--- src/design/sorted_table_find_swap_or_insert_assert.svh ---
// ----------------------------------------------------------------------------
// Assertion macros for the sorted key table
// Shared concurrent-assertion wrappers, clocked on aclk, held off in reset.
// ----------------------------------------------------------------------------
`ifndef SORTED_TABLE_FIND_SWAP_OR_INSERT_ASSERT_SVH
`define SORTED_TABLE_FIND_SWAP_OR_INSERT_ASSERT_SVH

// same-cycle implication
`define STFSI_ASSERT_IMP(name, ante, cons, msg) \
    name: assert property (@(posedge aclk) disable iff (!aresetn) (ante) |-> (cons)) \
        else $error(msg);

// next-cycle implication
`define STFSI_ASSERT_NXT(name, ante, cons, msg) \
    name: assert property (@(posedge aclk) disable iff (!aresetn) (ante) |=> (cons)) \
        else $error(msg);

`endif

--- src/design/stfsi_pkg.sv ---
// ----------------------------------------------------------------------------
// stfsi_pkg
// Sizes and result codes for the sorted key table.
// ----------------------------------------------------------------------------
package stfsi_pkg;

    localparam int TABLE_DEPTH = 32;
    localparam int ADDR_W      = $clog2(TABLE_DEPTH);
    localparam int CNT_W       = $clog2(TABLE_DEPTH + 1);
    localparam int KEY_W       = 32;
    localparam int IDX_W       = 5;

    localparam int IN_TDATA_W  = ((KEY_W + IDX_W + 7) / 8) * 8;
    localparam int OUT_TDATA_W = ((CNT_W + KEY_W + CNT_W + 7) / 8) * 8;
    localparam int STATUS_W    = 3;

    localparam logic CMD_FIND = 1'b0;
    localparam logic CMD_READ = 1'b1;

    typedef enum logic [STATUS_W-1:0] {
        STS_SWAPPED  = 3'd0,
        STS_AT_END   = 3'd1,
        STS_INSERTED = 3'd2,
        STS_FULL     = 3'd3,
        STS_READ     = 3'd4
    } status_t;

endpackage

--- src/design/sorted_table_find_swap_or_insert.sv ---
// ----------------------------------------------------------------------------
// sorted_table_find_swap_or_insert
// Ascending table of distinct signed keys: find then swap or insert, or read.
// ----------------------------------------------------------------------------
// The keys live in one single-port-write, registered-read memory. A read
// request registers the read data and then the result (the result alone
// when the index is beyond the count). A find request runs a binary
// search in which each probe is an address state, then a compare of the
// registered read data. A hit then swaps with its successor, if it has
// one, writing the successor down and then the key up; a miss inserts,
// unless the table is full, by moving every larger entry up one place,
// one memory read and one write per cycle. A result may wait in the output
// register while the next request is accepted.
// ----------------------------------------------------------------------------
module sorted_table_find_swap_or_insert
    import stfsi_pkg::*;
(
    input  logic                   aclk,
    input  logic                   aresetn,
    input  logic                   s_tvalid,
    output logic                   s_tready,
    input  logic [IN_TDATA_W-1:0]  s_tdata,   // key[31:0], index[36:32]
    input  logic [0:0]             s_tuser,   // cmd[0]
    output logic                   m_tvalid,
    input  logic                   m_tready,
    output logic [OUT_TDATA_W-1:0] m_tdata,   // position[5:0], entry_value[37:6],
                                              // entry_count[43:38]
    output logic [STATUS_W-1:0]    m_tuser    // status[2:0]
);

`include "sorted_table_find_swap_or_insert_assert.svh"

    typedef enum logic [9:0] {
        ST_IDLE   = 10'b0000000001,
        ST_RD     = 10'b0000000010,
        ST_SRCH   = 10'b0000000100,
        ST_CMP    = 10'b0000001000,
        ST_LAST   = 10'b0000010000,
        ST_SWP_W1 = 10'b0000100000,
        ST_SWP_W2 = 10'b0001000000,
        ST_INS    = 10'b0010000000,
        ST_RESULT = 10'b0100000000,
        ST_SPARE  = 10'b1000000000
    } state_t;

    logic [KEY_W-1:0] mem [TABLE_DEPTH];

    state_t                  state_reg, state_next;
    logic signed [KEY_W-1:0] key_reg, key_next;
    logic [ADDR_W-1:0]       lo_reg, lo_next;
    logic [ADDR_W-1:0]       hi_reg, hi_next;
    logic [ADDR_W-1:0]       probe_reg, probe_next;
    logic [CNT_W-1:0]        pos_reg, pos_next;
    logic [CNT_W-1:0]        sh_reg, sh_next;
    logic                    pend_reg, pend_next;
    logic [ADDR_W-1:0]       pend_addr_reg, pend_addr_next;
    logic [CNT_W-1:0]        count_reg, count_next;
    status_t                 status_reg, status_next;
    logic [KEY_W-1:0]        val_reg, val_next;
    logic                    m_tvalid_reg, m_tvalid_next;
    logic [OUT_TDATA_W-1:0]  m_tdata_reg, m_tdata_next;
    logic [STATUS_W-1:0]     m_tuser_reg, m_tuser_next;
    logic [KEY_W-1:0]        rdata_reg;

    logic                    mem_re, mem_we;
    logic [ADDR_W-1:0]       mem_raddr, mem_waddr;
    logic [KEY_W-1:0]        mem_wdata;

    logic signed [KEY_W-1:0] entry;
    logic                    hit;
    logic                    resolve;
    logic                    res_found;
    logic [CNT_W-1:0]        res_pos;
    logic [CNT_W-1:0]        res_succ;
    logic [ADDR_W:0]         mid_sum;
    logic [IDX_W-1:0]        in_idx;
    logic                    slot_free;
    logic                    shift_wr;

    assign entry     = $signed(rdata_reg);
    assign hit       = (entry == key_reg);
    assign mid_sum   = {1'b0, lo_reg} + {1'b0, hi_reg};
    assign in_idx    = s_tdata[KEY_W +: IDX_W];
    assign slot_free = !m_tvalid_reg || m_tready;
    assign res_succ  = res_pos + CNT_W'(1);
    assign shift_wr  = (state_reg == ST_INS) && pend_reg;

    always_comb begin
        state_next     = state_reg;
        key_next       = key_reg;
        lo_next        = lo_reg;
        hi_next        = hi_reg;
        probe_next     = probe_reg;
        pos_next       = pos_reg;
        sh_next        = sh_reg;
        pend_next      = pend_reg;
        pend_addr_next = pend_addr_reg;
        count_next     = count_reg;
        status_next    = status_reg;
        val_next       = val_reg;
        m_tvalid_next  = m_tvalid_reg && !m_tready;
        m_tdata_next   = m_tdata_reg;
        m_tuser_next   = m_tuser_reg;
        mem_re         = 1'b0;
        mem_raddr      = probe_reg;
        mem_we         = 1'b0;
        mem_waddr      = pos_reg[ADDR_W-1:0];
        mem_wdata      = key_reg;
        resolve        = 1'b0;
        res_found      = 1'b0;
        res_pos        = {1'b0, probe_reg};

        case (state_reg)
            ST_IDLE: begin
                if (s_tvalid) begin
                    key_next = $signed(s_tdata[KEY_W-1:0]);
                    if (s_tuser[0] == CMD_READ) begin
                        pos_next    = CNT_W'(in_idx);
                        status_next = STS_READ;
                        if (CNT_W'(in_idx) < count_reg) begin
                            mem_re     = 1'b1;
                            mem_raddr  = ADDR_W'(in_idx);
                            state_next = ST_RD;
                        end else begin
                            val_next   = '0;
                            state_next = ST_RESULT;
                        end
                    end else begin
                        val_next = s_tdata[KEY_W-1:0];
                        if (count_reg == '0) begin
                            pos_next    = '0;
                            status_next = STS_INSERTED;
                            sh_next     = '0;
                            pend_next   = 1'b0;
                            state_next  = ST_INS;
                        end else begin
                            lo_next    = '0;
                            hi_next    = ADDR_W'(count_reg - CNT_W'(1));
                            state_next = ST_SRCH;
                        end
                    end
                end
            end
            ST_RD: begin
                val_next   = rdata_reg;
                state_next = ST_RESULT;
            end
            ST_SRCH: begin
                mem_re = 1'b1;
                if (lo_reg < hi_reg) begin
                    probe_next = mid_sum[ADDR_W:1];
                    mem_raddr  = mid_sum[ADDR_W:1];
                    state_next = ST_CMP;
                end else begin
                    probe_next = lo_reg;
                    mem_raddr  = lo_reg;
                    state_next = ST_LAST;
                end
            end
            ST_CMP: begin
                if (hit) begin
                    resolve   = 1'b1;
                    res_found = 1'b1;
                end else if (entry > key_reg) begin
                    hi_next    = probe_reg;
                    state_next = ST_SRCH;
                end else begin
                    lo_next    = probe_reg + ADDR_W'(1);
                    state_next = ST_SRCH;
                end
            end
            ST_LAST: begin
                resolve   = 1'b1;
                res_found = hit;
                if (!hit && entry < key_reg) begin
                    res_pos = {1'b0, probe_reg} + CNT_W'(1);
                end
            end
            ST_SWP_W1: begin
                mem_we     = 1'b1;
                mem_waddr  = pos_reg[ADDR_W-1:0];
                mem_wdata  = rdata_reg;
                state_next = ST_SWP_W2;
            end
            ST_SWP_W2: begin
                mem_we     = 1'b1;
                mem_waddr  = ADDR_W'(pos_reg + CNT_W'(1));
                mem_wdata  = key_reg;
                state_next = ST_RESULT;
            end
            ST_INS: begin
                if (pend_reg) begin
                    mem_we    = 1'b1;
                    mem_waddr = pend_addr_reg;
                    mem_wdata = rdata_reg;
                end
                if (sh_reg > pos_reg) begin
                    mem_re         = 1'b1;
                    mem_raddr      = ADDR_W'(sh_reg - CNT_W'(1));
                    pend_next      = 1'b1;
                    pend_addr_next = sh_reg[ADDR_W-1:0];
                    sh_next        = sh_reg - CNT_W'(1);
                end else begin
                    pend_next = 1'b0;
                    if (!pend_reg) begin
                        mem_we     = 1'b1;
                        mem_waddr  = pos_reg[ADDR_W-1:0];
                        mem_wdata  = key_reg;
                        count_next = count_reg + CNT_W'(1);
                        state_next = ST_RESULT;
                    end
                end
            end
            ST_RESULT: begin
                if (slot_free) begin
                    m_tvalid_next = 1'b1;
                    m_tdata_next  = OUT_TDATA_W'({count_reg, val_reg, pos_reg});
                    m_tuser_next  = status_reg;
                    state_next    = ST_IDLE;
                end
            end
            default: begin
                state_next = ST_IDLE;
            end
        endcase

        if (resolve) begin
            pos_next = res_pos;
            if (res_found) begin
                if (res_succ < count_reg) begin
                    mem_re      = 1'b1;
                    mem_raddr   = res_succ[ADDR_W-1:0];
                    status_next = STS_SWAPPED;
                    state_next  = ST_SWP_W1;
                end else begin
                    status_next = STS_AT_END;
                    state_next  = ST_RESULT;
                end
            end else if (count_reg == CNT_W'(TABLE_DEPTH)) begin
                status_next = STS_FULL;
                state_next  = ST_RESULT;
            end else begin
                status_next = STS_INSERTED;
                sh_next     = count_reg;
                pend_next   = 1'b0;
                state_next  = ST_INS;
            end
        end
    end

    always_ff @(posedge aclk) begin
        if (mem_we) begin
            mem[mem_waddr] <= mem_wdata;
        end
        if (mem_re) begin
            rdata_reg <= mem[mem_raddr];
        end
    end

    always_ff @(posedge aclk) begin
        if (!aresetn) begin
            state_reg    <= ST_IDLE;
            count_reg    <= '0;
            pend_reg     <= 1'b0;
            m_tvalid_reg <= 1'b0;
        end else begin
            state_reg    <= state_next;
            count_reg    <= count_next;
            pend_reg     <= pend_next;
            m_tvalid_reg <= m_tvalid_next;
        end
    end

    always_ff @(posedge aclk) begin
        key_reg       <= key_next;
        lo_reg        <= lo_next;
        hi_reg        <= hi_next;
        probe_reg     <= probe_next;
        pos_reg       <= pos_next;
        sh_reg        <= sh_next;
        pend_addr_reg <= pend_addr_next;
        status_reg    <= status_next;
        val_reg       <= val_next;
        m_tdata_reg   <= m_tdata_next;
        m_tuser_reg   <= m_tuser_next;
    end

    assign s_tready = (state_reg == ST_IDLE);
    assign m_tvalid = m_tvalid_reg;
    assign m_tdata  = m_tdata_reg;
    assign m_tuser  = m_tuser_reg;

    `STFSI_ASSERT_IMP(a_count_bound, 1'b1, count_reg <= CNT_W'(TABLE_DEPTH), "count over depth")
    `STFSI_ASSERT_NXT(a_count_hold, state_reg != ST_INS, $stable(count_reg), "count moved")
    `STFSI_ASSERT_IMP(a_shift_above, shift_wr, CNT_W'(pend_addr_reg) > pos_reg, "shift too low")
    `STFSI_ASSERT_IMP(a_result_src, $rose(m_tvalid_reg), $past(state_reg) == ST_RESULT, "orphan")

endmodule
--- config.mk ---
export PLATFORM = sky130hd
export DESIGN_NAME = sorted_table_find_swap_or_insert
export DESIGN_NICKNAME = d
export VERILOG_FILES = /design/src/design/stfsi_pkg.sv /design/src/design/sorted_table_find_swap_or_insert.sv
export VERILOG_INCLUDE_DIRS = /design/src /design/src/design
export SDC_FILE = /design/constraint.sdc
export NUM_CORES = 2
export LEC_CHECK = 0
export BUFFER_PORTS_ARGS = -buffer_cell sky130_fd_sc_hd__buf_2
export CAP_MARGIN = 30
export CELL_PAD_IN_SITES_DETAIL_PLACEMENT = 1
export CELL_PAD_IN_SITES_GLOBAL_PLACEMENT = 2
export CORE_MARGIN = 3
export CORE_UTILIZATION = 45
export CTS_BUF_LIST = sky130_fd_sc_hd__clkbuf_16
export DETAILED_ROUTE_END_ITERATION = 6
export PLACE_DENSITY = 0.81
export SLEW_MARGIN = 20
export SYNTH_ARGS = -nofsm -noshare
export SYNTH_HDL_FRONTEND = slang
export SYNTH_SLANG_ARGS = --single-unit
--- constraint.sdc ---
create_clock -name aclk -period 6.95 [get_ports aclk]
set_input_delay 1.0425 -clock aclk [delete_from_list [all_inputs] [get_ports aclk]]
set_output_delay 1.0425 -clock aclk [all_outputs]
set_load 0.05 [all_outputs]
=== Yosys cells after proc, flatten, opt, wreduce, memory -nomap -nowiden ===
Memories as Yosys holds them, arrays and structs flattened. A register that Yosys moved wholly into a read port is not among the register bits.
Index checks and enable logic that the tools add are counted.

* $add $sub $neg: 8
* Multiplexer cells: 96
* Bitwise operators: 2
* Magnitude comparators: 6
* Equal/unequal tests: 24
* Reductions and logical operators: 23

{| class="wikitable"
|+ Operators with widths
! cell !! count
|-
| $mux 32 || 6
|-
| $pmux 32 s2 || 2
|-
| $mux 5 || 22
|-
| $mux 6 || 14
|-
| $mux 10 || 8
|-
| $pmux 10 s8 || 1
|-
| $eq 32x32->1 || 1
|-
| $gt 32x32->1 || 1
|-
| $lt 32x32->1 || 1
|-
| $pmux 5 s2 || 3
|-
| $mux 9 || 3
|-
| $mux 1 || 23
|-
| $mux 3 || 6
|-
| $reduce_and 6->1 || 3
|-
| $ne 3x3->1 const B || 5
|-
| $pmux 5 s3 || 1
|-
| $ne 2x2->1 const B || 7
|-
| $add 6x1->6 const B || 2
|-
| $pmux 6 s2 || 1
|-
| $add 5x1->5 const B || 2
|-
| $eq 10x1->1 const B || 1
|-
| $eq 10x2->1 const B || 1
|-
| $eq 10x3->1 const B || 1
|-
| $eq 10x4->1 const B || 1
|-
| 28 further kinds || 43
|}

* Bits in registers: 164
* Output and inout port bits: 53
* Bits of input ports: 45
* Logic and storage cells: 175
* Memory bits (writable): 1024
* Memories: 1

{| class="wikitable"
|+ Memories
! memory !! depth !! width !! read ports !! clocked after Yosys merged registers in !! wr ports !! RTL line !! text
|-
| mem || 32 || 32 || 1 || 1 || 1 || sorted_table_find_swap_or_insert.sv:46 || <nowiki>logic [KEY_W-1:0] mem [TABLE_DEPTH];</nowiki>
|}

=== Depth between registers and ports, before layout ===
* Depth after elaboration: 10
* Mapped depth: 32
* Gate-level depth less buffers: 29

=== Worst setup path after synthesis ===
OpenSTA, ideal clock, no wires.

* Path kind: register -> register
* From: register rdata_reg[11], in the netlist entry[11] (read register of mem)
* To: register rdata_reg[20], in the netlist entry[20] (read register of mem), data pin
* Required time: 6.695 ns
* Period minus slack after synthesis: 6.091 ns
* Data arrival time: 5.836 ns
* Library setup time: 0.255 ns
* Path slack: 0.859 ns
* Stages on the path, launching flop included: 29
* Path buffers: 2
* Cells stage by stage: edfxtp_1 ha_1 nand4_1 nor4_4 a21boi_1 or4_1 a21oi_2 mux2i_2 nand2_1 o21ai_0 ha_1 nor4bb_1 nand2_1 a21oi_1 nor2_1 xnor2_1 ha_1 a21oi_1 o221ai_1 nor3b_1 a221o_1 a211oi_1 a41oi_1 o31a_1 and3_1 clkbuf_1 clkbuf_1 a221oi_1 and3_1

* Longest elaborated chain between the ends: 10
* Elaborated cells between the ends (all ways): 17

{| class="wikitable"
|+ Ends and longest elaborated chain
! what !! RTL line !! text
|-
| start, declared || sorted_table_find_swap_or_insert.sv:63 || <nowiki>logic [KEY_W-1:0] rdata_reg;</nowiki>
|-
| parallel branches: the longest is 10 deep, another holds $lt 32x32->1 || n/a ||
|}

Parallel ways; which one is timed is not known.
A chain may end at the register's enable or synchronous reset.

=== Final worst setup path ===
* From: register rdata_reg[9], in the netlist entry[9] (read register of mem)
* To: register rdata_reg[19], in the netlist entry[19] (read register of mem), data pin

Same word-level chain as after synthesis.

==> run metrics <==
nature of the critical path startpoint flop; Yosys Warn Count 0; post-route minimum period 6.65 ns; crit-path max cell delay 0.50 ns; Synth cell types 71; asr flop ratio synth 0; placer congestion estimate 0.847; share of cells above drive strength 1 0.160; clk root buf clkbuf_16; Clock Sink Count 1219; Crit. End Element flop; final setup violation count 0; CTS Buffer Depth 3; Slew HR 0.324; Hold Fails Final Rpt 0; drt initial violations 3181; top-level I/O count 98; Inserted Clock Buffers 131; post-detail-place hpwl 91800 µm; status finished clean; DRC viols 0; # nets final 4190; # rows 122; Crit Path Max Fanout 14; fill count 10900; slowest CP cell or4_1; commonest non-fill, non-tap cells in the layout edfxtp_1 (1196), nand2_1 (1014), mux2i_1 (209); worst hold path class flop to flop; fmax 0.150 GHz; CP Data Required Time 7.57 ns; syn avg cell area 13.3 µm²; total global-route track usage 0.255; die width 341 µm; max cap viols 0; vias in the first global route 33300; WL/cell 26.7 µm; predominant post-synthesis flop cell edfxtp_1; WS Path Type flop to flop; VDD IR max 0.321 mV; Die Y 341 µm; drt pass-1 iters 6; Yosys reg bits 1219; commonest non-fill, non-tap cell in the layout edfxtp_1; Post-CTS Hold Fix Bufs 0; utilization after layout 0.535; Mapped Cells 3794; WP data arrival 7.26 ns; Post-synth EDFFs 1196; Pwr Density 419 nW/µm²; Mapped Area 50500 µm²; CTS tree yes; global-route wire length before repair 218000 µm; sequential share of the synthesized area 0.721; Total Wirelength 152000 µm; worst skew pair latency 0.76 ns; most used cell along the critical path buf_4; Slew @ Worst Pin 1.01 ns; DIE AREA 116000 µm²; total core area 111000 µm²; max reg flops 1024; drt via density 5.80; Leak 21.6 nW; initial core utilization 0.455; FF-to-FF setup slack 0.30 ns; Final Power 24.9 mW; Final Cycle Share 0.956; Vias 32900; antenna violations before repair 4; Post-Route Skew 0.0275 ns; post-route ant nets 0; clock transition at the registers of the reported paths 0.06 ns; IO Port Bufs 90; total grt overflow 0; H-Tree Level Count 4; final hold slack 0.418 ns; synthesis-to-finish area growth 17.6%; pin count of the biggest net entering global routing 70; Final Max Tran Viols 0
power breakdown:
group          total [mW]  internal [mW]  switching (mW)
clock                6.53           3.64            2.89
combinational        9.21           3.56            5.66
sequential           9.11           8.83           0.281
metal layers:
layer  part of all wire  vias up  wire (µm)  global-route usage
met3              0.068      273      10400              0.0361
met2               0.48     1176      72600               0.420
met5                  0        -          0                   0
li1                   -    14500          -                   -
met4              0.031        0       4650              0.0839
met1               0.42    17000      63800               0.349
per-stage QoR:
stage	cells	setup TNS (ns)	cell area [µm²]	setup slack [ns]
finish	5675	0	59400	0.303
global route	5672	-0.158	59400	-0.0328
CTS	5659	0	58900	0.0156
detailed placement	5423	-0.437	54800	-0.103
global placement	5420	-0.0221	54700	-0.0173
floorplan	3797	0	50500	0.859
worst max-delay path, delay by kind of cell, from the launching register on:
kind / cells / cell delay, ns
adders and majority gates: 3 / 0.79
xor gates and xnor gates: 1 / 0.13
and+or+nand+nor: 14 / 2.64
DFF: 1 / 0.38
AOI/OAI and AO/OA: 7 / 1.20
muxes: 1 / 0.25
buffers and inverters: 6 / 1.10
Yosys cell counts (all sizes together) (23+ instances only):
cell type | number | area share
nand3 | 205 | 0.020
mux2i | 210 | 0.042
clkbuf | 98 | 0.0073
buf | 113 | 0.012
a21oi | 57 | 0.0057
nand2 | 1019 | 0.076
a221oi | 33 | 0.0057
mux2 | 38 | 0.0086
inv | 65 | 0.0048
and3 | 44 | 0.0055
o21ai | 187 | 0.019
o22ai | 37 | 0.0046
nand2b | 39 | 0.0048
edfxtp | 1196 | 0.71
nor2 | 94 | 0.0070
dfxtp | 23 | 0.0091
ha | 61 | 0.015
o211ai | 129 | 0.019
worst paths after layout:
kind | startpoint | to | cells past startpoint
setup / recovery | entry[9] | entry[19] | 32
hold / removal | val_reg[19] | m_tdata[25] | 0
hold reg to reg | val_reg[19] | m_tdata[25] | 0
setup reg to reg | entry[9] | entry[19] | 32
logic make-up after synthesis:
logic type	synth area share
AOI/OAI and AO/OA	0.0603
muxes	0.0504
xor gates and xnor gates	0.00416
adders and majority gates	0.0155
buffers and inverters	0.0240
DFF	0.721
other	0.0000743
and+or+nand+nor	0.125
final cells by class:
type | instances | area, µm² | share of cell area
Inverter | 65 | 244 | 0.00411
Multi-Input combinational cell | 2304 | 13500 | 0.227
Tap cell | 1488 | 1860 | 0.0314
Sequential cell | 1219 | 36400 | 0.613
Clock buffer | 135 | 3380 | 0.0569
Clock inverter | 99 | 608 | 0.0102
Timing Repair Buffer | 362 | 3410 | 0.0575
Antenna cell | 3 | 7.51 | 0.000126
what timing repair did:
item / 4_1_cts / 5_1_grt
resized for setup: 11 / 44
pin swaps: 1 / 10
endpoints found under the setup margin: 28 / 32
cloned: 1 / 7
setup buffers: 1 / 4
Note: power is estimated with default switching activity, not from simulation.
